### src/sv/hsvr_pkg.sv
// ----------------------------------------------------------------------------
// HSV to RGB converter package
// Widths, scale constants, sector codes and pipeline stage payload types.
// ----------------------------------------------------------------------------
package hsvr_pkg;

    localparam int HUE_W      = 13;
    localparam int CH_W       = 8;
    localparam int REM_W      = 10;
    localparam int PROD_W     = 18;   // rem*s and 244800 - rem*s
    localparam int PS_W       = 16;   // v*(255-s)
    localparam int MUL_W      = 26;   // v*(244800 - rem*s)
    localparam int Y_W        = 20;   // MUL_W value after dropping 2^6
    localparam int RECIP_W    = 21;

    localparam int HUE_TURN    = 5760;
    localparam int SECTOR_SPAN = 960;
    localparam int NUM_SECTORS = 6;
    localparam int UNIT_SCALE  = 255;
    localparam int FRAC_SCALE  = SECTOR_SPAN * UNIT_SCALE;  // 244800 = 3825 << 6

    // floor(x/244800) = floor((x>>6) * ceil(2^32/3825) >> 32) for x>>6 < 2^20
    localparam int FRAC_SHIFT  = 6;
    localparam int RECIP_SHIFT = 32;
    localparam logic [RECIP_W-1:0] FRAC_RECIP = RECIP_W'(1122868);

    // Hue sectors, 60 degrees each
    typedef enum logic [2:0] {
        SEC_R_Y = 3'd0,
        SEC_Y_G = 3'd1,
        SEC_G_C = 3'd2,
        SEC_C_B = 3'd3,
        SEC_B_M = 3'd4,
        SEC_M_R = 3'd5
    } t_sector;

    // After sector split
    typedef struct packed {
        t_sector           sector;
        logic [REM_W-1:0]  rem;
        logic [CH_W-1:0]   sat;
        logic [CH_W-1:0]   val;
    } t_s1;

    // After first products
    typedef struct packed {
        t_sector           sector;
        logic [CH_W-1:0]   val;
        logic [PROD_W-1:0] qa;    // rem*s
        logic [PROD_W-1:0] ta;    // (960-rem)*s
        logic [PS_W-1:0]   ps;    // v*(255-s)
    } t_s2;

    // After second products
    typedef struct packed {
        t_sector           sector;
        logic [CH_W-1:0]   val;
        logic [CH_W-1:0]   p;
        logic [MUL_W-1:0]  mq;
        logic [MUL_W-1:0]  mt;
    } t_s3;

endpackage

### src/sv/hsvr_scale.sv
// ----------------------------------------------------------------------------
// HSV to RGB scaling stages
// Two multiply stages: saturation products, then brightness products and p.
// ----------------------------------------------------------------------------
module hsvr_scale
    import hsvr_pkg::*;
(
    input  logic i_clk,
    input  logic i_rst_n,
    input  logic i_valid,
    output logic o_ready,
    input  t_s1  i_data,
    output logic o_valid,
    input  logic i_ready,
    output t_s3  o_data
);

    logic                r_v2;
    logic                r_v3;
    t_s2                 r_s2;
    t_s2                 n_s2;
    t_s3                 r_s3;
    t_s3                 n_s3;
    logic                rdy2;
    logic                rdy3;
    logic [PS_W:0]       p_sum;

    // Per-stage ready so bubbles collapse
    assign rdy3    = !r_v3 || i_ready;
    assign rdy2    = !r_v2 || rdy3;
    assign o_ready = rdy2;

    // Stage 2: products with saturation
    always_comb begin
        n_s2.sector = i_data.sector;
        n_s2.val    = i_data.val;
        n_s2.qa     = PROD_W'(i_data.rem) * PROD_W'(i_data.sat);
        n_s2.ta     = (PROD_W'(SECTOR_SPAN) - PROD_W'(i_data.rem)) * PROD_W'(i_data.sat);
        n_s2.ps     = PS_W'(i_data.val) * (PS_W'(UNIT_SCALE) - PS_W'(i_data.sat));
    end

    // Stage 3: products with brightness; p = ps/255, exact for ps up to 255*255
    always_comb begin
        p_sum       = (PS_W + 1)'(r_s2.ps) + (PS_W + 1)'(r_s2.ps >> CH_W) + (PS_W + 1)'(1);
        n_s3.sector = r_s2.sector;
        n_s3.val    = r_s2.val;
        n_s3.p      = p_sum[CH_W +: CH_W];
        n_s3.mq     = MUL_W'(r_s2.val) * MUL_W'(PROD_W'(FRAC_SCALE) - r_s2.qa);
        n_s3.mt     = MUL_W'(r_s2.val) * MUL_W'(PROD_W'(FRAC_SCALE) - r_s2.ta);
    end

    always_ff @(posedge i_clk) begin
        if (!i_rst_n) begin
            r_v2 <= 1'b0;
            r_v3 <= 1'b0;
        end else begin
            if (rdy2) begin
                r_v2 <= i_valid;
            end
            if (rdy3) begin
                r_v3 <= r_v2;
            end
        end
    end

    always_ff @(posedge i_clk) begin
        if (rdy2 && i_valid) begin
            r_s2 <= n_s2;
        end
        if (rdy3 && r_v2) begin
            r_s3 <= n_s3;
        end
    end

    assign o_valid = r_v3;
    assign o_data  = r_s3;

endmodule

### config.mk
export PLATFORM = sky130hd
export DESIGN_NAME = hsvr_scale
export DESIGN_NICKNAME = d
export VERILOG_FILES = /design/src/sv/hsvr_pkg.sv /design/src/sv/hsvr_scale.sv
export SDC_FILE = /design/constraint.sdc
export NUM_CORES = 1
export LEC_CHECK = 0
export CORE_ASPECT_RATIO = 0.9
export CORE_MARGIN = 2
export CORE_UTILIZATION = 40
export CTS_CLUSTER_SIZE = 12
export DETAILED_ROUTE_END_ITERATION = 10
export DONT_BUFFER_PORTS = 1
export GPL_ROUTABILITY_DRIVEN = 1
export GPL_TIMING_DRIVEN = 0
export HOLD_SLACK_MARGIN = 0.08
export PLACE_DENSITY = 0.57
export SLEW_MARGIN = 0
export SYNTH_ARGS = -nofsm -noshare
export SYNTH_HDL_FRONTEND = slang
export SYNTH_SLANG_ARGS = --single-unit
### constraint.sdc
create_clock -name i_clk -period 19.06 [get_ports i_clk]
set_input_delay 3.812 -clock i_clk [delete_from_list [all_inputs] [get_ports i_clk]]
set_output_delay 3.812 -clock i_clk [all_outputs]
set_load 0.02 [all_outputs]
==> flow_metrics.env <==
export IMPL_fin_setup_tns_ns=0
export IMPL_timing_final_max_slew_violations=0
export IMPL_vias_per_cell=4.91
export IMPL_clk_latency_ns=0.47
export IMPL_drt_initial_drc_count=819
export IMPL_worstPathMaxFanout=10
export IMPL_finalCriticalPeriod_ns=9.05
export IMPL_syn_nets=3026
export IMPL_avgSynthCellArea_um2=9.61
export IMPL_hold_depth=0
export IMPL_synth_xor_xnor_area_share=0.0522
export IMPL_synth_seq_cells=134
export IMPL_status="complete, no violations"
export IMPL_finalSetupViolCount=0
export IMPL_path_clk_slew_ns=0.08
export IMPL_cts_hold_buf=0
export IMPL_muxShareOfSynthArea=0.000873
export IMPL_synth_cells=2388
export IMPL_wl_met3_mm=1.93
export IMPL_grt_overflow=0
export IMPL_final_core_util=0.432
export IMPL_nets=3048
export IMPL_io_buffers=0
export IMPL_vias=15653
export IMPL_yosysUniqueCellTypes=66
export IMPL_cts_resized_gates=0
export IMPL_die_w_um=256
export IMPL_ios=106
export IMPL_synth_compound_area_frac=0.0589
export IMPL_netlist_area_um2=22900
export IMPL_antenna_found_initial=2
export IMPL_drtAntennaViolNets=0
export IMPL_synthFlopType="edfxtp_1"
export IMPL_synth_edf_count=132
export IMPL_globalplace_congestion=0.844
export IMPL_place_area_um2=24000
export IMPL_hold_viol=0
export IMPL_r2r_cells=24
export IMPL_fill_cells=5654
export IMPL_cts_made_buffers=17
export IMPL_clock_sinks=134
export IMPL_drc=0
export IMPL_top_layer_used="met4"
export IMPL_rsz0062_at_grt="no"
export IMPL_synth_top_family_by_area="adder cells"
export IMPL_drv_cap=0
export IMPL_min_path_type="reg -> reg"
export IMPL_max_slew_margin=0.418
export IMPL_crit_arrival_ns=9.25
export IMPL_max_stage_delay_ns=0.80
export IMPL_path_buf_inv=5
export IMPL_cp_top_family="adder cells"
export IMPL_period_share=0.475
export IMPL_htree_levels=4
export IMPL_cp_start_kind="input pin"
export IMPL_dp_hpwl_mm=42.1
export IMPL_rows=83
export IMPL_coreArea_um2=56900
export IMPL_drive_above_1_share=0.0243
export IMPL_critPathKind="in -> reg"
export IMPL_track_usage=0.183
export IMPL_num_antenna_cells=0
export IMPL_wl_met1_mm=24.5
export IMPL_syn2layout_area_growth_pct=7.11
export IMPL_worst_ep_required_time_ns=19.27
export IMPL_drt_total_wl_mm=51.6
export IMPL_postSynth_asyncResetShare=0
export IMPL_grt_pass1_wl_mm=86.5
export IMPL_yosys_warnings=0
export IMPL_worst_pin_slew_ns=0.874
export IMPL_dieArea_um2=59300
export IMPL_design_area_um2=24600
export IMPL_cts_root_buf="clkbuf_16"
export IMPL_wl_per_cell_um=16.2
export IMPL_clock_skew_ns=0.0202
export IMPL_fmax_mhz=111
export IMPL_ys_seq_area_frac=0.175
export IMPL_firstDrtPassIters=7
export IMPL_dieHeight_um=231
export IMPL_cp_end_kind="register"
export IMPL_critPathSlowestCell="fa_1"
export IMPL_ctsLongestPathBuffers=2
export IMPL_cp_cell_sequence="clkbuf_1, nor3_1, nand3b_1, and3_1, clkbuf_1, nand2_1, fa_1, inv_1, fa_1, fa_1, inv_1, fa_1, inv_1, ha_1, and2_1, a221oi_1, a31oi_1, a21o_1, a21oi_1, xnor2_1"
export IMPL_grt_pass1_vias=16551
export IMPL_cp_common_cell="fa_1"
export IMPL_cts_setup_buffers=0
export IMPL_cts_tree="built"
export IMPL_grt_max_degree=40
export IMPL_synthAdderAreaFrac=0.455
export IMPL_wl_met2_mm=24.5
export IMPL_start_util=0.403
export IMPL_worstSetupPathDepth=20
export IMPL_synth_simple_area_share=0.159
## worst reg2reg max path, stage by stage, from the launching register on
cell      delay [ns]
edfxtp_1        0.43
clkbuf_1        0.23
inv_1           0.12
ha_1            0.19
or3b_4          0.40
or3_4           0.36
a21o_1          0.23
and2_4          0.18
xor2_1          0.58
nand2_1         0.18
fa_1            0.56
inv_1           0.05
fa_1            0.49
fa_1            0.55
inv_1           0.05
fa_1            0.48
inv_1           0.04
ha_1            0.37
a211oi_1        0.23
o22ai_1         0.22
nor3_1          0.18
a21oi_1         0.15
o41a_1          0.40
a221o_1         0.31
nor3_1          0.20
## kinds of logic (layout without fill, tap and decap cells)
kind of cell / Yosys count / after routing
AO/OA/AOI/OAI: 202 / 202
XOR/XNOR: 132 / 132
adder cells (fa/ha/maj): 605 / 605
buffers and inverters: 604 / 639
flip-flops: 134 / 134
multiplexers: 2 / 2
AND/OR/NAND/NOR: 709 / 709
## final timing paths
kind | end | start | slack [ns]
worst max-delay path | r_s2[33] | i_data[21] | 10.01
worst min-delay path | o_data[64] | n_s3[64] | 0.44
worst max register to register | o_data[51] | r_s2[34] | 11.72
worst min register to register | o_data[64] | n_s3[64] | 0.44
## cell usage after synthesis (all sizes together) (3+ instances only)
cell type	n	area (um^2)
a221oi	3	32.5
inv	539	2020
a31o	3	26.3
nand2	265	995
o31a	3	26.3
nand2b	39	244
or2	4	25.0
ha	223	2790
o31ai	5	65.1
xor2	43	395
and2	236	1480
nor3	19	95.1
and3	9	56.3
edfxtp	132	3960
o211ai	4	30.0
xnor2	89	802
o21a	20	150
nand4	5	31.3
nor3b	3	22.5
clkbuf	63	236
and4	5	43.8
a31oi	6	37.5
fa	382	7650
or3	6	42.5
nor2b	49	307
a21oi	62	310
a21boi	5	37.5
o21ai	39	206
nand3	14	70.1
a21o	19	143
nor2	47	176
o21bai	3	22.5
a211oi	11	82.6
## per-layer routing
| metal | vias up | GRT usage |
|---|---|---|
| li1 | 7377 | - |
| met1 | 7962 | 0.251 |
| met2 | 280 | 0.310 |
| met3 | 34 | 0.0258 |
| met4 | 0 | 0.0407 |
| met5 | - | 0 |
## cell type report
type,instances,area [um^2],area share
multi-input cells,1650,16700,0.679
flip-flops and latches,134,4000,0.163
inverters,539,2020,0.0823
well taps,765,957,0.0390
clock buffers,17,425,0.0173
plain buffers,65,248,0.0101
clock inverters,15,180,0.00733
repair buffers,3,60.1,0.00244
## registers in the layout (all words and copies together) (netlist names)
| name | cells |
|---|---|
| o_data | 70 |
| r_s2 | 51 |
| o_valid | 1 |
| r_v2 | 1 |
| n_s3 | 11 |
## placed cells by master (no fill, tap or decap), types with 20 or more instances in the layout
master,n
xnor2_1,86
edfxtp_1,132
nand2_1,265
o21a_1,20
and2_1,233
clkbuf_1,63
o21ai_0,38
inv_1,539
fa_1,382
nor2b_1,48
nor2_1,47
nand2b_1,39
ha_1,223
a21oi_1,62
xor2_1,42
## metrics by stage
| step | std cells | worst slack [ns] | hold WS [ns] |
|---|---|---|---|
| floorplan | 2388 | 10.31 | 0.400 |
| global placement | 3153 | 9.62 | 0.401 |
| detailed placement | 3156 | 9.55 | 0.422 |
| CTS | 3188 | 10.04 | 0.437 |
| global route | 3188 | 9.65 | 0.449 |
| finish | 3188 | 10.01 | 0.436 |
Power is not shown: default switching activity piles up to over one toggle a cycle in this logic, so the estimate is an artifact.
