[src/sv/hsvr_pkg.sv]
// ----------------------------------------------------------------------------
// HSV to RGB converter package
// Widths, scale constants, sector codes and pipeline stage payload types.
// ----------------------------------------------------------------------------
package hsvr_pkg;

    localparam int HUE_W      = 13;
    localparam int CH_W       = 8;
    localparam int REM_W      = 10;
    localparam int PROD_W     = 18;   // rem*s and 244800 - rem*s
    localparam int PS_W       = 16;   // v*(255-s)
    localparam int MUL_W      = 26;   // v*(244800 - rem*s)
    localparam int Y_W        = 20;   // MUL_W value after dropping 2^6
    localparam int RECIP_W    = 21;

    localparam int HUE_TURN    = 5760;
    localparam int SECTOR_SPAN = 960;
    localparam int NUM_SECTORS = 6;
    localparam int UNIT_SCALE  = 255;
    localparam int FRAC_SCALE  = SECTOR_SPAN * UNIT_SCALE;  // 244800 = 3825 << 6

    // floor(x/244800) = floor((x>>6) * ceil(2^32/3825) >> 32) for x>>6 < 2^20
    localparam int FRAC_SHIFT  = 6;
    localparam int RECIP_SHIFT = 32;
    localparam logic [RECIP_W-1:0] FRAC_RECIP = RECIP_W'(1122868);

    // Hue sectors, 60 degrees each
    typedef enum logic [2:0] {
        SEC_R_Y = 3'd0,
        SEC_Y_G = 3'd1,
        SEC_G_C = 3'd2,
        SEC_C_B = 3'd3,
        SEC_B_M = 3'd4,
        SEC_M_R = 3'd5
    } t_sector;

    // After sector split
    typedef struct packed {
        t_sector           sector;
        logic [REM_W-1:0]  rem;
        logic [CH_W-1:0]   sat;
        logic [CH_W-1:0]   val;
    } t_s1;

    // After first products
    typedef struct packed {
        t_sector           sector;
        logic [CH_W-1:0]   val;
        logic [PROD_W-1:0] qa;    // rem*s
        logic [PROD_W-1:0] ta;    // (960-rem)*s
        logic [PS_W-1:0]   ps;    // v*(255-s)
    } t_s2;

    // After second products
    typedef struct packed {
        t_sector           sector;
        logic [CH_W-1:0]   val;
        logic [CH_W-1:0]   p;
        logic [MUL_W-1:0]  mq;
        logic [MUL_W-1:0]  mt;
    } t_s3;

endpackage

[src/sv/hsvr_divsel.sv]
// ----------------------------------------------------------------------------
// HSV to RGB divide and select stage
// Divides by 244800 through a reciprocal multiply and orders the channels.
// ----------------------------------------------------------------------------
module hsvr_divsel
    import hsvr_pkg::*;
(
    input  logic            i_clk,
    input  logic            i_rst_n,
    input  logic            i_valid,
    output logic            o_ready,
    input  t_s3             i_data,
    output logic            o_valid,
    input  logic            i_ready,
    output logic [CH_W-1:0] o_red,
    output logic [CH_W-1:0] o_green,
    output logic [CH_W-1:0] o_blue
);

    localparam int RP_W = Y_W + RECIP_W;

    logic            r_valid;
    logic [CH_W-1:0] r_red;
    logic [CH_W-1:0] r_green;
    logic [CH_W-1:0] r_blue;
    logic [CH_W-1:0] n_red;
    logic [CH_W-1:0] n_green;
    logic [CH_W-1:0] n_blue;
    logic [RP_W-1:0] q_prod;
    logic [RP_W-1:0] t_prod;
    logic [CH_W-1:0] q;
    logic [CH_W-1:0] t;
    logic [CH_W-1:0] v;
    logic [CH_W-1:0] p;

    assign o_ready = !r_valid || i_ready;

    // Reciprocal divide: quotient never exceeds brightness
    always_comb begin
        q_prod = RP_W'(i_data.mq[FRAC_SHIFT +: Y_W]) * RP_W'(FRAC_RECIP);
        t_prod = RP_W'(i_data.mt[FRAC_SHIFT +: Y_W]) * RP_W'(FRAC_RECIP);
        q      = q_prod[RECIP_SHIFT +: CH_W];
        t      = t_prod[RECIP_SHIFT +: CH_W];
        v      = i_data.val;
        p      = i_data.p;
    end

    // Sector picks the channel order
    always_comb begin
        unique case (i_data.sector)
            SEC_Y_G: begin n_red = q; n_green = v; n_blue = p; end
            SEC_G_C: begin n_red = p; n_green = v; n_blue = t; end
            SEC_C_B: begin n_red = p; n_green = q; n_blue = v; end
            SEC_B_M: begin n_red = t; n_green = p; n_blue = v; end
            SEC_M_R: begin n_red = v; n_green = p; n_blue = q; end
            default: begin n_red = v; n_green = t; n_blue = p; end
        endcase
    end

    always_ff @(posedge i_clk) begin
        if (!i_rst_n) begin
            r_valid <= 1'b0;
        end else if (o_ready) begin
            r_valid <= i_valid;
        end
    end

    always_ff @(posedge i_clk) begin
        if (o_ready && i_valid) begin
            r_red   <= n_red;
            r_green <= n_green;
            r_blue  <= n_blue;
        end
    end

    assign o_valid = r_valid;
    assign o_red   = r_red;
    assign o_green = r_green;
    assign o_blue  = r_blue;

endmodule

[config.mk]
export PLATFORM = sky130hd
export DESIGN_NAME = hsvr_divsel
export DESIGN_NICKNAME = d
export VERILOG_FILES = /design/src/sv/hsvr_pkg.sv /design/src/sv/hsvr_divsel.sv
export SDC_FILE = /design/constraint.sdc
export NUM_CORES = 1
export LEC_CHECK = 0
export BUFFER_PORTS_ARGS = -buffer_cell sky130_fd_sc_hd__buf_4
export CAP_MARGIN = 20
export CORE_UTILIZATION = 39
export DETAILED_ROUTE_END_ITERATION = 8
export GPL_ROUTABILITY_DRIVEN = 0
export PLACE_DENSITY = 0.64
export SYNTH_ARGS = -nofsm -noshare
export SYNTH_HDL_FRONTEND = slang
export SYNTH_SLANG_ARGS = --single-unit
[constraint.sdc]
create_clock -name i_clk -period 8.9 [get_ports i_clk]
set_input_delay 1.78 -clock i_clk [delete_from_list [all_inputs] [get_ports i_clk]]
set_output_delay 1.78 -clock i_clk [all_outputs]
set_load 0.1 [all_outputs]
==> results of run 1 <==
[cell usage in the layout (no fill, tap or decap), drive strengths merged, types with 4 or more instances in the layout]
cell / netlist / routed
a222oi: 9 / 9
o21ai: 20 / 20
and3: 15 / 15
o2111ai: 4 / 4
xor2: 8 / 8
a22oi: 4 / 4
o221ai: 5 / 5
xnor2: 11 / 11
buf: 6 / 89
nand3: 21 / 21
a21o: 21 / 21
a221oi: 7 / 7
nor2: 16 / 16
nor2b: 8 / 8
fa: 132 / 132
o21a: 6 / 6
ha: 332 / 332
a211oi: 11 / 11
nor3: 4 / 4
nand4: 4 / 4
nand2: 42 / 42
inv: 317 / 317
a21oi: 31 / 31
o211ai: 4 / 4
a31oi: 5 / 5
edfxtp: 24 / 24
[layer usage]
metal	global-route usage, %	share of wire (%)	vias up
met5	0	0	-
met4	2.411	1.4	0
met3	1.551	3.4	23
met2	29.64	48	138
met1	23.25	47	3578
li1	-	-	3883
[cell families after synthesis]
family,count (synthesis)
compound gates,150
mux,2
buf+inv,326
flops,25
simple gates,129
xor+xnor,19
fa+ha+maj,464
[critical path: cells and delay by family]
kind | cells | cell delay (ns)
xor gates and xnor gates | 1 | 0.22
buffers and inverters | 5 | 0.34
AOI/OAI and AO/OA | 4 | 1.56
adders and majority gates | 7 | 2.66
and+or+nand+nor | 3 | 0.26
[final timing paths]
kind,from,end,slack (ns),depth (start not counted)
worst max-delay path,i_data[18],o_green[0],2.07,20
worst min register to register,o_valid,o_valid,0.53,2
worst min-delay path,o_valid,o_valid,0.53,2
worst max register to register,o_valid,o_red[2],7.45,3
[power by group]
| part | leakage (nW) | switching [mW] | total, mW | internal [mW] |
|---|---|---|---|---|
| combinational | 6.48 | 1.23 | 2.08 | 0.851 |
| clock | 0.0371 | 0.0409 | 0.102 | 0.0610 |
| sequential | 0.242 | 0.00482 | 0.158 | 0.153 |
| total | 6.76 | 1.28 | 2.34 | 1.06 |
[area by class of cell]
cell class / count / share of cell area [%]
multi-input cells: 764 / 73.87
inverters: 317 / 9.979
flip-flops and latches: 25 / 6.212
repair buffers: 89 / 5.666
well taps: 341 / 3.578
clock buffers: 3 / 0.6296
clock inverters: 1 / 0.06296
[sequential cells by signal, summed over array words and instances, names as in the netlist]
signal	cells
o_blue	8
o_red	8
o_green	8
o_valid	1
[metrics by stage]
stage	power [mW]	area, µm²	std cells	hold slack [ns]	utilization [%]
6_report	2.340	11920	1540	0.5316	44.12
5_1_grt	2.687	11920	1540	0.5624	44.12
4_1_cts	2.373	11910	1539	0.5453	44.06
3_5_place_dp	2.252	11830	1535	0.5360	43.76
3_3_place_gp	2.205	11830	1535	0.5210	43.76
2_1_floorplan	1.739	10790	1115	1.779	-
==> results.md, run 1 <==
* Netlist cell types at 72
* Main area contributors after synthesis: ha_1, fa_1, inv_1, edfxtp_1, nand2_1
* Leakage dissipation at 6.758 nW
* Crit Path Class: in2reg
* Data required time of the critical path at 8.90 ns
* WL/cell at 14.77 µm
* CP Data Arrival Time at 6.83 ns
* Top_reg_cell synth: edfxtp_1
* TritonRoute pass-1 iters at 5
* HP Class: reg2reg
* # IOs at 101
* Status: finished clean
* Worst setup skew after layout at 0.0007599 ns
* Root Buffer: clkbuf_16
* Final ANT Viol Nets at 0
* Setup Fix Bufs, Post-CTS at 0
* Synth top cells by count: ha_1, inv_1, fa_1
* Leading area contributor after synthesis: ha_1
* PD cells at 196.2 nW/µm²
* Synth Area in Simple Gates at 6.204%
* Worst vdd ir at 93.31 µV
* Min Clock Period, post-route at 6.829 ns
* Count leader, synth: ha_1
* DP Worst Slack at 1.808 ns
* Area of the multi-input gates at 8808 µm²
* Slew margin rel. at 26.22%
* CTS tree: yes
* Final Hold Viols at 0
* Initial antenna violation count at 0
* Post-synth ARST share at 0%
* Top cell type's share of synthesized area at 38.50%
* Worst Path Max Fanout at 7
* CP startpoint kind: primary input
* Worst setup margin at 2.071 ns
* Die Y at 168.3 µm
* I/O Buffers at 88
* Core area at 27030 µm²
* Synth Area in Adders at 62.99%
* H-tree depth at 1
* EDFF count, synth at 24
* Max incr delay on CP at 0.72 ns
* Post-synthesis mux area share at 0.1971%
* Nets at 1739
* Largest family of logic cells by synthesized area: adder cells
* Total track usage at 17.00%
* Die X at 168.3 µm
* Fmax at 146.4 MHz
* Hpwl dp at 20360 µm
* Fin. max-slew vios at 0
* Endpoint class of the critical path: flip-flop
* CP Cell Sequence: buf_4 -> ha_1 -> ha_1 -> inv_1 -> fa_1 -> inv_1 -> ha_1 -> fa_1 -> inv_1 -> fa_1 -> inv_1 -> ha_1 -> nand2_1 -> o21ai_0 -> nor2_1 -> o31ai_1 -> a21oi_1 -> xnor2_1 -> a222oi_1 -> nand2_1
* Mapped Avg Cell Area at 9.677 µm²
* Die Area at 28340 µm²
* Max_cap viols at 0
* DR vias/cell at 4.949
* Clock Latency Late Sink at 0.26 ns
* Vias at 7622
* Cell area after synthesis at 10790 µm²
* CTS Hold Bufs at 0
* Gate Count Post-Synth at 1115
* Initial DRC count at 443
* Endpoints failing setup at 0
* Fillers at 2653
* Vias in the first global route at 7870
* Initial core utilization at 39.93%
* Complex-gate fraction of the synthesized area at 10.70%
* Setup TNS at 0 ns
* Ys Warns at 0
* Worst slew pin tran at 1.098 ns
* Syn nets at 1654
* First-pass GRT wire length at 38670 µm
* RSZ-0062 raised after global routing: false
* Post_cts resized at 0
* WL final at 22750 µm
* Total grt overflow at 0
* Synth Register Bits at 25
* Largest net degree at the start of global routing at 25
* Core Rows at 60
* Worst-case clock buffer depth at 2
* Antenna Cells at 0
* FF/Latch Area at 740.7 µm²
* Sequential fraction of the synthesis area at 6.865%
* Proportion of layout cells with a drive suffix above 1 at 10.01%
* Crit path max-delay cell type: o21ai_0
* Area Growth Syn to Fin at 10.51%
* Xor/xnor share of the synthesized area at 1.542%
* CTS buffer count at 3
* Clock transition at path regs at 0.06 ns
* DRC errors left at 0
* Final Cycle Share at 76.73%
* Clock Sinks at 25
No activity file was read; power rests on OpenSTA's default activity.
==> run 2: changes to the inputs <==
==> constraint.sdc (replaced) <==
create_clock -name i_clk -period 6.9 [get_ports i_clk]
set_input_delay 1.38 -clock i_clk [delete_from_list [all_inputs] [get_ports i_clk]]
set_output_delay 1.38 -clock i_clk [all_outputs]
set_load 0.1 [all_outputs]
==> run 2 against run 1 <==
Critical path depth unchanged. Core utilization about the same. Die area unchanged. Clock power increased by 26%. Clock skew increased by 0.0019 ns. Combinational power increased by 30%. Cell area about the same. Largest cell class unchanged. Routed wire length unchanged.
==> results.md, run 2 (synthesis results as in run 1) <==
* Status: finished clean
* Cell family with most CP delay: adder cells
* Initial core utilization at 39.93%
* DRC errors left at 0
* Fmax at 159.5 MHz
* Fin. max-slew vios at 0
* Vias at 7753
* WL final at 22750 µm
* TritonRoute pass-1 iters at 5
* Worst-case clock buffer depth at 2
* Endpoint class of the critical path: flip-flop
* Final Hold Viols at 0
* Setup TNS at 0 ns
* Proportion of layout cells with a drive suffix above 1 at 10.01%
* WL/cell at 14.77 µm
* Largest net degree at the start of global routing at 25
* Clock Sinks at 25
* Slew margin rel. at 24.88%
* Core area at 27030 µm²
* I/O Buffers at 88
* Worst hold start: o_valid
* Die Area at 28340 µm²
* CP startpoint kind: primary input
* Placed insts at 1536
* Clock Latency Late Sink at 0.26 ns
* Final Cell Area at 11920 µm²
* Worst Path Max Fanout at 7
* Leakage dissipation at 6.756 nW
* R2r worst-path depth at 2
* Final ANT Viol Nets at 0
* # IOs at 101
* Die Y at 168.3 µm
* Min Clock Period, post-route at 6.269 ns
* Initial DRC count at 407
* Data required time of the critical path at 6.90 ns
* Total track usage at 16.97%
* Worst Setup SP: i_data[45]
* Crit Path Class: in2reg
* Area Growth Syn to Fin at 10.44%
* Hpwl dp at 20230 µm
* Worst vdd ir at 112.8 µV
* CTS buffer count at 3
* CTS tree: yes
* Worst r2r src: o_valid
* Antenna Cells at 0
* Clock transition at path regs at 0.06 ns
* Initial antenna violation count at 0
* Worst setup skew after layout at 0.002629 ns
* Nets at 1739
* Die X at 168.3 µm
* Worst slew pin tran at 1.118 ns
* Critical path buffer and inverter count at 5
* DR vias/cell at 5.034
* Crit path depth at 20
* Max_cap viols at 0
* H-tree depth at 1
* HP Class: reg2reg
* Total grt overflow at 0
* Hold depth at 2
* CP Data Arrival Time at 6.27 ns
* Post-DP Area at 11830 µm²
* Finished Layout Cells at 1540
* CP Cell Sequence: buf_4 -> ha_1 -> ha_1 -> inv_1 -> fa_1 -> inv_1 -> ha_1 -> fa_1 -> inv_1 -> fa_1 -> inv_1 -> ha_1 -> a21o_1 -> a211o_1 -> a2111oi_2 -> nor2_2 -> a31oi_4 -> nand3_2 -> and2_4 -> a221o_1
* Root Buffer: clkbuf_16
* Core Rows at 60
* Final core utilization at 44.09%
* RSZ-0062 raised after global routing: false
* Max incr delay on CP at 0.52 ns
* Vias in the first global route at 8040
* Final Cycle Share at 90.86%
* Setup Fix Bufs, Post-CTS at 0
* CTS Hold Bufs at 0
* Most frequent cells in the layout: ha_1, inv_1, fa_1, buf_4, nand2_1
* Crit path max-delay cell type: fa_1
* PD cells at 255.5 nW/µm²
* Post_cts resized at 0
* Most common cell after layout, fill and taps aside: ha_1
* Endpoints failing setup at 0
* First-pass GRT wire length at 39100 µm
## run 2: tightest hold or removal path, delay by kind of cell, from the launching register on
family | cells | cell delay, ns
compound gates | 1 | 0.08
flops | 1 | 0.31
simple gates | 1 | 0.09
## run 2: area by class of cell
type                    instances  area (µm²)
clock buffers                   3       75.07
clock inverters                 1       7.507
fillers                      2616       15110
inverters                     317        1190
multi-input cells             764        8808
flip-flops and latches         25       740.7
well taps                     341       426.7
repair buffers                 89       668.1
## run 2: final timing paths
| check | to | slack, ns |
|---|---|---|
| worst min register to register | o_valid | 0.52 |
| worst min-delay path | o_valid | 0.52 |
| worst max-delay path | o_green[7] | 0.63 |
| worst max register to register | o_green[1] | 5.31 |
## run 2: per-stage QoR
stage               hold WS, ns  power [mW]  worst slack [ns]
global route             0.5491       3.491            0.3409
finish                   0.5235       3.045            0.6308
CTS                      0.5251       3.076            0.6037
global placement         0.5213       2.858            0.3810
detailed placement       0.5162       2.920            0.3368
floorplan                 1.519       2.243            0.8153
## run 2: power breakdown
group | total, mW | switching (mW) | internal [mW]
Combinational | 2.71 | 1.60 | 1.11
Sequential | 0.203 | 0.00605 | 0.197
Clock | 0.129 | 0.0506 | 0.0786
## run 2: routing by layer
metal / share of wire (%) / GRT usage [%]
met5: 0 / 0
met4: 2.1 / 3.518
met3: 3.6 / 1.011
met2: 47 / 29.80
met1: 47 / 22.97
