--- src/sv/hsvr_pkg.sv ---
// ----------------------------------------------------------------------------
// HSV to RGB converter package
// Widths, scale constants, sector codes and pipeline stage payload types.
// ----------------------------------------------------------------------------
package hsvr_pkg;

    localparam int HUE_W      = 13;
    localparam int CH_W       = 8;
    localparam int REM_W      = 10;
    localparam int PROD_W     = 18;   // rem*s and 244800 - rem*s
    localparam int PS_W       = 16;   // v*(255-s)
    localparam int MUL_W      = 26;   // v*(244800 - rem*s)
    localparam int Y_W        = 20;   // MUL_W value after dropping 2^6
    localparam int RECIP_W    = 21;

    localparam int HUE_TURN    = 5760;
    localparam int SECTOR_SPAN = 960;
    localparam int NUM_SECTORS = 6;
    localparam int UNIT_SCALE  = 255;
    localparam int FRAC_SCALE  = SECTOR_SPAN * UNIT_SCALE;  // 244800 = 3825 << 6

    // floor(x/244800) = floor((x>>6) * ceil(2^32/3825) >> 32) for x>>6 < 2^20
    localparam int FRAC_SHIFT  = 6;
    localparam int RECIP_SHIFT = 32;
    localparam logic [RECIP_W-1:0] FRAC_RECIP = RECIP_W'(1122868);

    // Hue sectors, 60 degrees each
    typedef enum logic [2:0] {
        SEC_R_Y = 3'd0,
        SEC_Y_G = 3'd1,
        SEC_G_C = 3'd2,
        SEC_C_B = 3'd3,
        SEC_B_M = 3'd4,
        SEC_M_R = 3'd5
    } t_sector;

    // After sector split
    typedef struct packed {
        t_sector           sector;
        logic [REM_W-1:0]  rem;
        logic [CH_W-1:0]   sat;
        logic [CH_W-1:0]   val;
    } t_s1;

    // After first products
    typedef struct packed {
        t_sector           sector;
        logic [CH_W-1:0]   val;
        logic [PROD_W-1:0] qa;    // rem*s
        logic [PROD_W-1:0] ta;    // (960-rem)*s
        logic [PS_W-1:0]   ps;    // v*(255-s)
    } t_s2;

    // After second products
    typedef struct packed {
        t_sector           sector;
        logic [CH_W-1:0]   val;
        logic [CH_W-1:0]   p;
        logic [MUL_W-1:0]  mq;
        logic [MUL_W-1:0]  mt;
    } t_s3;

endpackage

--- src/sv/hsvr_sector.sv ---
// ----------------------------------------------------------------------------
// HSV to RGB sector split stage
// Wraps hue to one turn and splits it into sector and in-sector remainder.
// ----------------------------------------------------------------------------
module hsvr_sector
    import hsvr_pkg::*;
(
    input  logic              i_clk,
    input  logic              i_rst_n,
    input  logic              i_valid,
    output logic              o_ready,
    input  logic [HUE_W-1:0]  i_hue,
    input  logic [CH_W-1:0]   i_sat,
    input  logic [CH_W-1:0]   i_val,
    output logic              o_valid,
    input  logic              i_ready,
    output t_s1               o_data
);

    logic             r_valid;
    t_s1              r_data;
    t_s1              n_data;
    logic [HUE_W-1:0] hue_w;
    logic [HUE_W-1:0] base;
    logic [2:0]       sec;

    // Stage takes a new transaction when empty or draining
    assign o_ready = !r_valid || i_ready;

    // Wrap once: the largest 13-bit hue minus one turn is below one turn
    always_comb begin
        hue_w = (i_hue >= HUE_W'(HUE_TURN)) ? i_hue - HUE_W'(HUE_TURN) : i_hue;
        sec   = 3'd0;
        base  = '0;
        for (int i = 1; i < NUM_SECTORS; i++) begin
            if (hue_w >= HUE_W'(i * SECTOR_SPAN)) begin
                sec  = 3'(i);
                base = HUE_W'(i * SECTOR_SPAN);
            end
        end
        n_data.sector = t_sector'(sec);
        n_data.rem    = REM_W'(hue_w - base);
        n_data.sat    = i_sat;
        n_data.val    = i_val;
    end

    always_ff @(posedge i_clk) begin
        if (!i_rst_n) begin
            r_valid <= 1'b0;
        end else if (o_ready) begin
            r_valid <= i_valid;
        end
    end

    always_ff @(posedge i_clk) begin
        if (o_ready && i_valid) begin
            r_data <= n_data;
        end
    end

    assign o_valid = r_valid;
    assign o_data  = r_data;

endmodule

--- config.mk ---
export PLATFORM = sky130hd
export DESIGN_NAME = hsvr_sector
export DESIGN_NICKNAME = d
export VERILOG_FILES = /design/src/sv/hsvr_pkg.sv /design/src/sv/hsvr_sector.sv
export SDC_FILE = /design/constraint.sdc
export NUM_CORES = 1
export LEC_CHECK = 0
export ABC_CLOCK_PERIOD_IN_PS = 9600
export BUFFER_PORTS_ARGS = -buffer_cell sky130_fd_sc_hd__buf_2
export CAP_MARGIN = 20
export CORE_UTILIZATION = 25
export CTS_CLUSTER_SIZE = 24
export DETAILED_ROUTE_END_ITERATION = 10
export PLACE_DENSITY = 0.57
export REMOVE_ABC_BUFFERS = 1
export SLEW_MARGIN = 20
export SYNTH_ARGS = -nofsm -noshare
export SYNTH_HDL_FRONTEND = slang
export SYNTH_SLANG_ARGS = --single-unit
--- constraint.sdc ---
create_clock -name i_clk -period 9.6 [get_ports i_clk]
set_clock_uncertainty 0.1 [all_clocks]
set_input_delay 1.92 -clock i_clk [delete_from_list [all_inputs] [get_ports i_clk]]
set_output_delay 1.92 -clock i_clk [all_outputs]
set_load 0.01 [all_outputs]
==> flow_metrics.tcl, run 1 <==
set metrics [dict create \
    crit_required_ns 9.53 \
    result_of_the_run "complete, no violations" \
    cts_buffer_depth 2 \
    path_clk_slew_ns 0.06 \
    setup_violations 0 \
    final.period_utilization_pct 49.2 \
    reg2reg_setup_slack_ns 8.30 \
    grt_start_max_net_pins 30 \
    ys_seq_area_share_pct 59.5 \
    netlist_top_cells_area "edfxtp_1 (58%), ha_1 (4.2%), o21ai_0 (2.7%), a21oi_1 (2.0%), inv_1 (2.0%)" \
    crit_type "primary input to register" \
    synth_area_um2 1500 \
    critical-path-slowest-cell "o221ai_1" \
    synthTopCellsByCount "edfxtp_1 (29), inv_1 (8), o21ai_0 (8)" \
    overall_global_routing_resource_usage_pct 10.2 \
    grt_pass1_wl_um 4850 \
    tritoncts "built" \
    vdd.ir_drop.worst_v 0.0000913 \
    cts.hold.buffers_added 0 \
    cts-htree-levels 2 \
    fmax_ghz 0.212 \
    cts_inserted_buffers 5 \
    startpoint_type "primary input" \
    syn_avg_cell_area_um2 13.5 \
    postcts_resize_cnt 0 \
    grt_setup_unrepaired "no" \
    ys_ff_latch 30 \
    synthesis.yosys.warnings 0 \
    wl_per_cell_um 11.9 \
    timing.critical_path.fanout_max 6 \
    p_per_area_nw_per_um2 157 \
    worst_slack_ns 4.88 \
    initial_utilization_pct 26.5 \
    synth_most_common_cell "edfxtp_1" \
    depth_of_the_most_critical_reg_to_reg_path 3 \
    r2r_start "o_valid$_SDFFE_PN0N_" \
    rows 27 \
    core_area_um2 5640 \
    firstDrtPassIters 4 \
    total_number_of_vias 1125 \
    synth_largest_area_cell "edfxtp_1" \
    synthArstFlopShare_pct 0 \
    finalMaxSlewViolations 0 \
    via_count_of_the_first_global_routing_pass 1085 \
    grt_antenna_before_repair 0 \
    root_buffer "clkbuf_8" \
    pleak_nw 0.848 \
    synthFlopType "edfxtp_1" \
    timing.rr.end "o_data[0]$_DFFE_PP_" \
    hold_path.class "register to register" \
    hold_path_end "o_valid$_SDFFE_PN0N_" \
    crit_path_cell_trace "buf_2 > inv_1 > ha_1 > and3b_1 > o21a_1 > nor2_4 > xnor2_2 > inv_2 > o221ai_1 > a21oi_1 > o221ai_1 > ha_1 > inv_1 > a21o_1 > a21oi_1 > xnor2_1 > xnor2_1" \
    top_level_ports 64 \
    via_per_inst 4.43 \
    share_of_layout_cells_above_drive_strength_1_pct 46.2 \
    timing.final.crit_period_ns 4.72 \
    routabilityCongestion 0.840 \
    grt_remaining_overflow 0 \
    worst_hold_startpoint "o_valid$_SDFFE_PN0N_" \
    areaGrowthSynthToFinish_pct 32.4 \
    die_x_um 79.4 \
    slowest_stage_delay_cp_ns 0.25 \
    synth_largest_type_area_fraction_pct 58.2 \
    antenna_cells_inserted 0 \
    cap_viol_max_count 0 \
    worst_pin_slew_ns 0.578 \
    number_of_flops_mapped_to_enable_cells_by_yosys 29 \
    wirelength_um 3030 \
    buffers_inserted_during_post_cts_setup_optimization 0 \
    relSlewSlack_pct 61.5 \
    finalSetupTns_ns 0 \
    cp.arrival_ns 4.64 \
    place_ws_ns 4.59 \
    fp.dieH_um 79.4 \
    detailedRoute.firstIterationViolations 49 \
    synth.lib_cells_used.distinct 40 \
    port_buffers 63 \
    synthesis.instances 111 \
    final_hold_viol_count 0 \
    die_area_um2 6300 \
    remaining_drcs 0 \
    timing.hold.worst_path_depth 2 \
    critical_path_end_type "register" \
    numClockSinks 30 \
    hpwlAfterDp_um 2340 \
    clk_latency_ns 0.27 \
    nets 220 \
    final_antenna_net_count 0 \
]
[placed cells by master (no fill, tap or decap), types with 2 or more instances in the layout]
| cell | instances |
|---|---|
| a21oi_1 | 6 |
| a31o_1 | 2 |
| a31oi_1 | 2 |
| and2b_2 | 2 |
| and3b_1 | 2 |
| buf_2 | 63 |
| clkbuf_8 | 5 |
| clkinv_1 | 3 |
| edfxtp_1 | 29 |
| ha_1 | 5 |
| inv_1 | 8 |
| nand2_1 | 7 |
| nand2b_1 | 2 |
| nand3_1 | 2 |
| nor2_1 | 3 |
| o21a_1 | 3 |
| o21ai_0 | 8 |
| o221ai_1 | 3 |
| xnor2_1 | 3 |
[worst max path at each step]
stage,slack (ns),start,cells past startpoint,end
after floorplan,4.95,i_hue[8],15,o_data[25]$_DFFE_PP_
after CTS,4.88,i_hue[7],17,o_data[25]$_DFFE_PP_
final,4.88,i_hue[8],17,o_data[25]$_DFFE_PP_
after detailed placement,4.59,i_hue[7],17,o_data[25]$_DFFE_PP_
after global routing,4.61,i_hue[8],14,o_data[25]$_DFFE_PP_
after global placement,4.61,i_hue[7],17,o_data[25]$_DFFE_PP_
[power by group]
| group | leakage [nW] | switching [mW] | total, mW | internal, mW |
|---|---|---|---|---|
| logic | 0.518 | 0.0346 | 0.0627 | 0.0281 |
| clock network | 0.0407 | 0.0417 | 0.0899 | 0.0482 |
| registers | 0.289 | 0.00206 | 0.159 | 0.157 |
[through the flow]
step | cells | util, % | total power, mW | hold slack (ns) | instance area [µm²]
after floorplan | 110 | - | 0.201 | 0.510 | 1490
after global placement | 246 | 33.7 | 0.225 | 0.427 | 1900
after detailed placement | 246 | 33.7 | 0.225 | 0.438 | 1900
after CTS | 254 | 35.1 | 0.317 | 0.446 | 1980
after global routing | 254 | 35.1 | 0.330 | 0.480 | 1980
final | 254 | 35.1 | 0.312 | 0.431 | 1980
[routing by layer]
metal | GRT usage [%] | routed length (µm) | vias to the layer above
li1 | - | - | 565
met1 | 11.3 | 1300 | 497
met2 | 16.4 | 1360 | 56
met3 | 3.91 | 282 | 7
met4 | 6.36 | 80 | 0
met5 | 0 | 0 | -
[layout make-up]
| type | instances | area [µm²] |
|---|---|---|
| Inverter | 9 | 33.8 |
| Timing Repair Buffer | 64 | 323 |
| Sequential cell | 30 | 891 |
| Clock buffer | 5 | 68.8 |
| Multi-Input combinational cell | 71 | 564 |
| Fill cell | 569 | 3660 |
| Tap cell | 72 | 90.1 |
| Clock inverter | 3 | 11.3 |
[cells by family (layout without fill, tap and decap cells)]
group / Yosys count / count (layout) / synth area share [%]
AOI/OAI and AO/OA: 31 / 31 / 14.2
xor gates and xnor gates: 4 / 4 / 2.84
adders and majority gates: 6 / 6 / 5.52
buffers and inverters: 10 / 81 / 2.76
DFF: 30 / 30 / 59.5
muxes: 1 / 1 / 0.752
and+or+nand+nor: 29 / 29 / 14.4
[registers in the layout, indices dropped and copies added, names as in the netlist]
name	flops
o_valid	1
o_data	29
[critical path: cells and delay by family]
family,cells,cell delay [ns]
xor+xnor,3,0.39
fa+ha+maj,2,0.44
buf+inv,4,0.39
compound gates,6,1.16
simple gates,2,0.37
Power figures use the tool's default switching activity.
==> run 2, diff against run 1 <==
Settings changed: ABC_CLOCK_PERIOD_IN_PS 9600 to 4500.
Clock period 9.6 ns to 4.5 ns, I/O delays scaled along.
==> run 2 against run 1 <==
  * Worst setup slack got worse by 4.1 ns
  * First-iteration DRC count decreased by 55%
  * Register-to-register slack worse by 5.1 ns
  * Combinational power increased by 110%
  * Sequential share of layout area barely moved
  * Hold slack about the same
  * Wire length shrank 1.1%
  * Cell area about the same
  * Sequential cell count unchanged
  * Via count down 0.89%
  * Non-clock buffer count stayed put
  * Critical endpoint unchanged
==> flow_metrics.tcl, run 2 (synthesis results as in run 1) <==
set metrics [dict create \
    final.period_utilization_pct 82.2 \
    number_of_flip_flops_in_the_largest_register 29 \
    timing.rr.end "o_data[23]$_DFFE_PP_" \
    via_per_inst 4.39 \
    total_number_of_vias 1115 \
    core_area_um2 5640 \
    grt_start_max_net_pins 30 \
    fillerInstances 581 \
    root_buffer "clkbuf_8" \
    cts_inserted_buffers 5 \
    reg2reg_setup_slack_ns 3.20 \
    final_antenna_net_count 0 \
    rows 27 \
    postcts_resize_cnt 0 \
    die_area_um2 6300 \
    cts-htree-levels 2 \
    r2r_start "o_valid$_SDFFE_PN0N_" \
    nets 220 \
    via_count_of_the_first_global_routing_pass 1092 \
    routabilityCongestion 0.841 \
    areaGrowthSynthToFinish_pct 32.5 \
    grt_antenna_before_repair 0 \
    timing.final.crit_period_ns 3.70 \
    utilization_pct 35.2 \
    timing.hold.worst_path_depth 2 \
    fp.dieH_um 79.4 \
    die_x_um 79.4 \
    remaining_drcs 0 \
    port_buffers 63 \
    path_clk_slew_ns 0.06 \
    initial_utilization_pct 26.5 \
    pleak_nw 0.850 \
    final_hold_viol_count 0 \
    setup_violations 0 \
    timing.critical_path.fanout_max 6 \
    grt_setup_unrepaired "no" \
    worst_pin_slew_ns 0.538 \
    worst_hold_startpoint "o_valid$_SDFFE_PN0N_" \
    detailedRoute.firstIterationViolations 22 \
    finalMaxSlewViolations 0 \
    cts_buffer_depth 2 \
    cts.hold.buffers_added 0 \
    grt_pass1_wl_um 4840 \
    hold_path.class "register to register" \
    cp.arrival_ns 3.62 \
    cap_viol_max_count 0 \
    antenna_cells_inserted 0 \
    layout_commonest_cell "buf_2" \
    grt_remaining_overflow 0 \
    clk_latency_ns 0.27 \
    numClockSinks 30 \
    top_level_ports 64 \
    share_of_layout_cells_above_drive_strength_1_pct 46.7 \
    finalSetupTns_ns 0 \
    critical_path_end_type "register" \
    wirelength_um 3000 \
    tritoncts "built" \
    wl_per_cell_um 11.8 \
    relSlewSlack_pct 64.2 \
    fmax_ghz 0.270 \
    depth_of_the_most_critical_reg_to_reg_path 3 \
    firstDrtPassIters 4 \
    hpwlAfterDp_um 2330 \
    total_chip_power_mw 0.668 \
    hold_path_end "o_valid$_SDFFE_PN0N_" \
    crit_type "primary input to register" \
    vdd.ir_drop.worst_v 0.000177 \
    crit_required_ns 4.43 \
    result_of_the_run "complete, no violations" \
    buffers_inserted_during_post_cts_setup_optimization 0 \
    layout_common_cells "buf_2 (63), edfxtp_1 (29), inv_1 (8), o21ai_0 (8), nand2_1 (7)" \
    startpoint_type "primary input" \
    p_per_area_nw_per_um2 337 \
    overall_global_routing_resource_usage_pct 10.1 \
]
[run 2: cell types whose count changed in the layout (fill, tap and decap cells not counted)]
| cell | delta |
|---|---|
| clkbuf_1 | +1 |
| clkinv_1 | -2 |
| clkinv_2 | +1 |
[run 2: how the worst max path moves through the flow]
stage / from / endpoint
floorplan: i_hue[8] / o_data[25]$_DFFE_PP_
global placement: i_hue[7] / o_data[25]$_DFFE_PP_
detailed placement: i_hue[7] / o_data[25]$_DFFE_PP_
CTS: i_hue[7] / o_data[25]$_DFFE_PP_
global route: i_hue[7] / o_data[25]$_DFFE_PP_
finish: i_hue[7] / o_data[25]$_DFFE_PP_
[run 2: final cells by class]
cell class | instances | area, µm² | share of cell area (%)
timing repair buffer | 64 | 323 | 16.3
multi-input combinational | 71 | 564 | 28.5
clock inverter | 2 | 8.76 | 0.442
tap | 72 | 90.1 | 4.54
inverter | 9 | 33.8 | 1.70
clock buffer | 6 | 72.6 | 3.66
sequential | 30 | 891 | 44.9
[run 2: through the flow]
step / cells / instance area (µm²) / hold WS [ns] / worst slack (ns)
6_report: 254 / 1980 / 0.431 / 0.803
5_1_grt: 254 / 1980 / 0.490 / 0.495
4_1_cts: 254 / 1980 / 0.442 / 0.778
3_5_place_dp: 246 / 1900 / 0.432 / 0.487
3_3_place_gp: 246 / 1900 / 0.427 / 0.526
2_1_floorplan: 110 / 1490 / 0.510 / 0.873
[run 2: report_power, final]
group          total [mW]  internal (mW)  switching [mW]
Clock               0.195          0.106          0.0896
Combinational       0.133         0.0598          0.0729
Sequential          0.340          0.335         0.00450
[run 2: routing by layer]
metal	wire [µm]	up-vias	track usage (%)	part of all wire, %
met5	0	-	0	0
met4	47	0	6.55	1.6
met3	288	4	3.10	9.6
met2	1420	54	17.2	47
met1	1240	492	10.9	41
li1	-	565	-	-
[run 2: critical path, stage by stage]
cell	delay, ns
buf_2	0.14
inv_1	0.08
ha_1	0.22
and3b_1	0.22
o21a_1	0.21
nor2_4	0.15
xnor2_2	0.16
inv_2	0.12
o221ai_1	0.23
a21oi_1	0.15
o221ai_1	0.22
ha_1	0.22
inv_1	0.05
a21o_1	0.16
a21oi_1	0.16
xnor2_1	0.15
xnor2_1	0.08
==> run 3, diff against run 2 <==
Settings changed: ABC_CLOCK_PERIOD_IN_PS 4500 to 3600.
Clock period 4.5 ns to 3.6 ns, I/O delays scaled along.
==> run 3 against run 2 <==
  * Sequential power increased by 25%
  * Clock power increased by 26%
  * Largest power group unchanged
  * Core utilization increased by 2.2 points
  * Sequential share of layout area decreased by 2.6 points
  * Sequential cell count unchanged
  * Combinational power increased by 43%
  * Die area unchanged
  * Global-route usage increased by 0.70 points
  * Wire length increased by 5.2%
  * Worst setup slack got worse by 0.55 ns
  * Non-clock buffer count increased by 16
==> flow_metrics.tcl, run 3 (synthesis results as in run 1) <==
set metrics [dict create \
    buffers_inserted_during_post_cts_setup_optimization 0 \
    numClockSinks 30 \
    share_of_layout_cells_above_drive_strength_1_pct 52.0 \
    nets 236 \
    p_per_area_nw_per_um2 408 \
    pleak_nw 0.926 \
    cts_buffer_depth 2 \
    layout_common_cells "buf_2 (63), edfxtp_1 (29), buf_4 (17), inv_1 (8), o21ai_0 (8)" \
    cp.arrival_ns 3.27 \
    timing.critical_path.fanout_max 5 \
    detailedRoute.firstIterationViolations 45 \
    tritoncts "built" \
    relSlewSlack_pct 70.7 \
    initial_utilization_pct 26.5 \
    cts_inserted_buffers 5 \
    result_of_the_run "complete, no violations" \
    grt_start_max_net_pins 30 \
    vdd.ir_drop.worst_v 0.000184 \
    final.period_utilization_pct 92.9 \
    grt_antenna_before_repair 0 \
    critical_path_end_type "register" \
    hold_path.class "register to register" \
    hpwlAfterDp_um 2500 \
    finalSetupTns_ns 0 \
    fmax_ghz 0.299 \
    routabilityCongestion 0.805 \
    worst_pin_slew_ns 0.440 \
    via_count_of_the_first_global_routing_pass 1172 \
    clk_latency_ns 0.27 \
    final_hold_viol_count 0 \
    finalMaxSlewViolations 0 \
    cts-htree-levels 2 \
    firstDrtPassIters 4 \
    wirelength_um 3150 \
    timing.final.crit_period_ns 3.34 \
    path_clk_slew_ns 0.06 \
    layout_commonest_cell "buf_2" \
    die_area_um2 6300 \
    antenna_cells_inserted 0 \
    remaining_drcs 0 \
    total_number_of_vias 1192 \
    startpoint_type "primary input" \
    rows 27 \
    fp.dieH_um 79.4 \
    cap_viol_max_count 0 \
    grt_pass1_wl_um 5210 \
    root_buffer "clkbuf_8" \
    final_antenna_net_count 0 \
    areaGrowthSynthToFinish_pct 40.8 \
    top_level_ports 64 \
    total_chip_power_mw 0.860 \
    port_buffers 63 \
    setup_violations 0 \
    die_x_um 79.4 \
    core_area_um2 5640 \
    overall_global_routing_resource_usage_pct 10.8 \
    number_of_flip_flops_in_the_largest_register 29 \
    reg2reg_setup_slack_ns 2.29 \
    wl_per_cell_um 11.7 \
    via_per_inst 4.41 \
    grt_remaining_overflow 0 \
    utilization_pct 37.3 \
    crit_type "primary input to register" \
    grt_setup_unrepaired "no" \
    fillerInstances 557 \
    crit_required_ns 3.52 \
]
run 3: changes by cell type in the layout (fill, tap and decap cells not counted):
cell and change:
buf_4 +16, clkinv_1 -1, clkinv_2 +1, ha_1 -1, ha_2 +1
run 3: worst max-delay path, cell delays in order:
cell and delay (ns):
buf_2 0.12, inv_1 0.09, ha_2 0.21, and2b_2 0.24, nor3_1 0.17, o21ai_0 0.14, buf_4 0.16, a211oi_2 0.24
o21ai_0 0.14, a31o_1 0.25, ha_1 0.26, a21o_1 0.15, a21oi_1 0.16, xnor2_1 0.15, xnor2_1 0.08
run 3: cell type report:
type	instances	area, µm²	area share, %
repair buffers	80	443	21.0
flip-flops and latches	30	891	42.3
multi-input cells	71	567	26.9
clock inverters	2	10.0	0.475
inverters	9	33.8	1.60
clock buffers	6	72.6	3.44
well taps	72	90.1	4.28
run 3: per-layer routing:
layer  vias up  wire, µm  global-route usage [%]
li1        594         -                       -
met1       531      1420                    12.7
met2        63      1430                    17.7
met3         4       255                    2.76
met4         0        48                    6.55
met5         -         0                       0
run 3: final timing paths:
check | endpoint | cells after the start | startpoint
min reg2reg | o_valid$_SDFFE_PN0N_ | 2 | o_valid$_SDFFE_PN0N_
max reg2reg | o_data[25]$_DFFE_PP_ | 3 | o_valid$_SDFFE_PN0N_
max | o_data[25]$_DFFE_PP_ | 15 | i_hue[8]
min | o_valid$_SDFFE_PN0N_ | 2 | o_valid$_SDFFE_PN0N_
run 3: repair_timing:
item / 4_1_cts / 5_1_grt
hold buffers: 0 / 0
endpoints found under the hold margin: 0 / 0
resized for setup: 0 / 1
setup endpoints to repair: 0 / 1
run 3: power breakdown:
| group | switching [mW] | internal (mW) | leakage (nW) |
|---|---|---|---|
| Combinational | 0.0966 | 0.0937 | 0.593 |
| Sequential | 0.00537 | 0.419 | 0.289 |
| Clock | 0.112 | 0.133 | 0.0450 |
| Total | 0.214 | 0.646 | 0.926 |
run 3: per-stage QoR:
step | setup WS (ns) | area [µm²] | hold WS, ns | instances
2_1_floorplan | 0.153 | 1490 | 0.510 | 110
3_3_place_gp | -0.0595 | 2020 | 0.426 | 262
5_1_grt | 0.0148 | 2110 | 0.474 | 270
4_1_cts | 0.236 | 2100 | 0.436 | 270
3_5_place_dp | -0.0502 | 2020 | 0.425 | 262
6_report | 0.256 | 2110 | 0.426 | 270
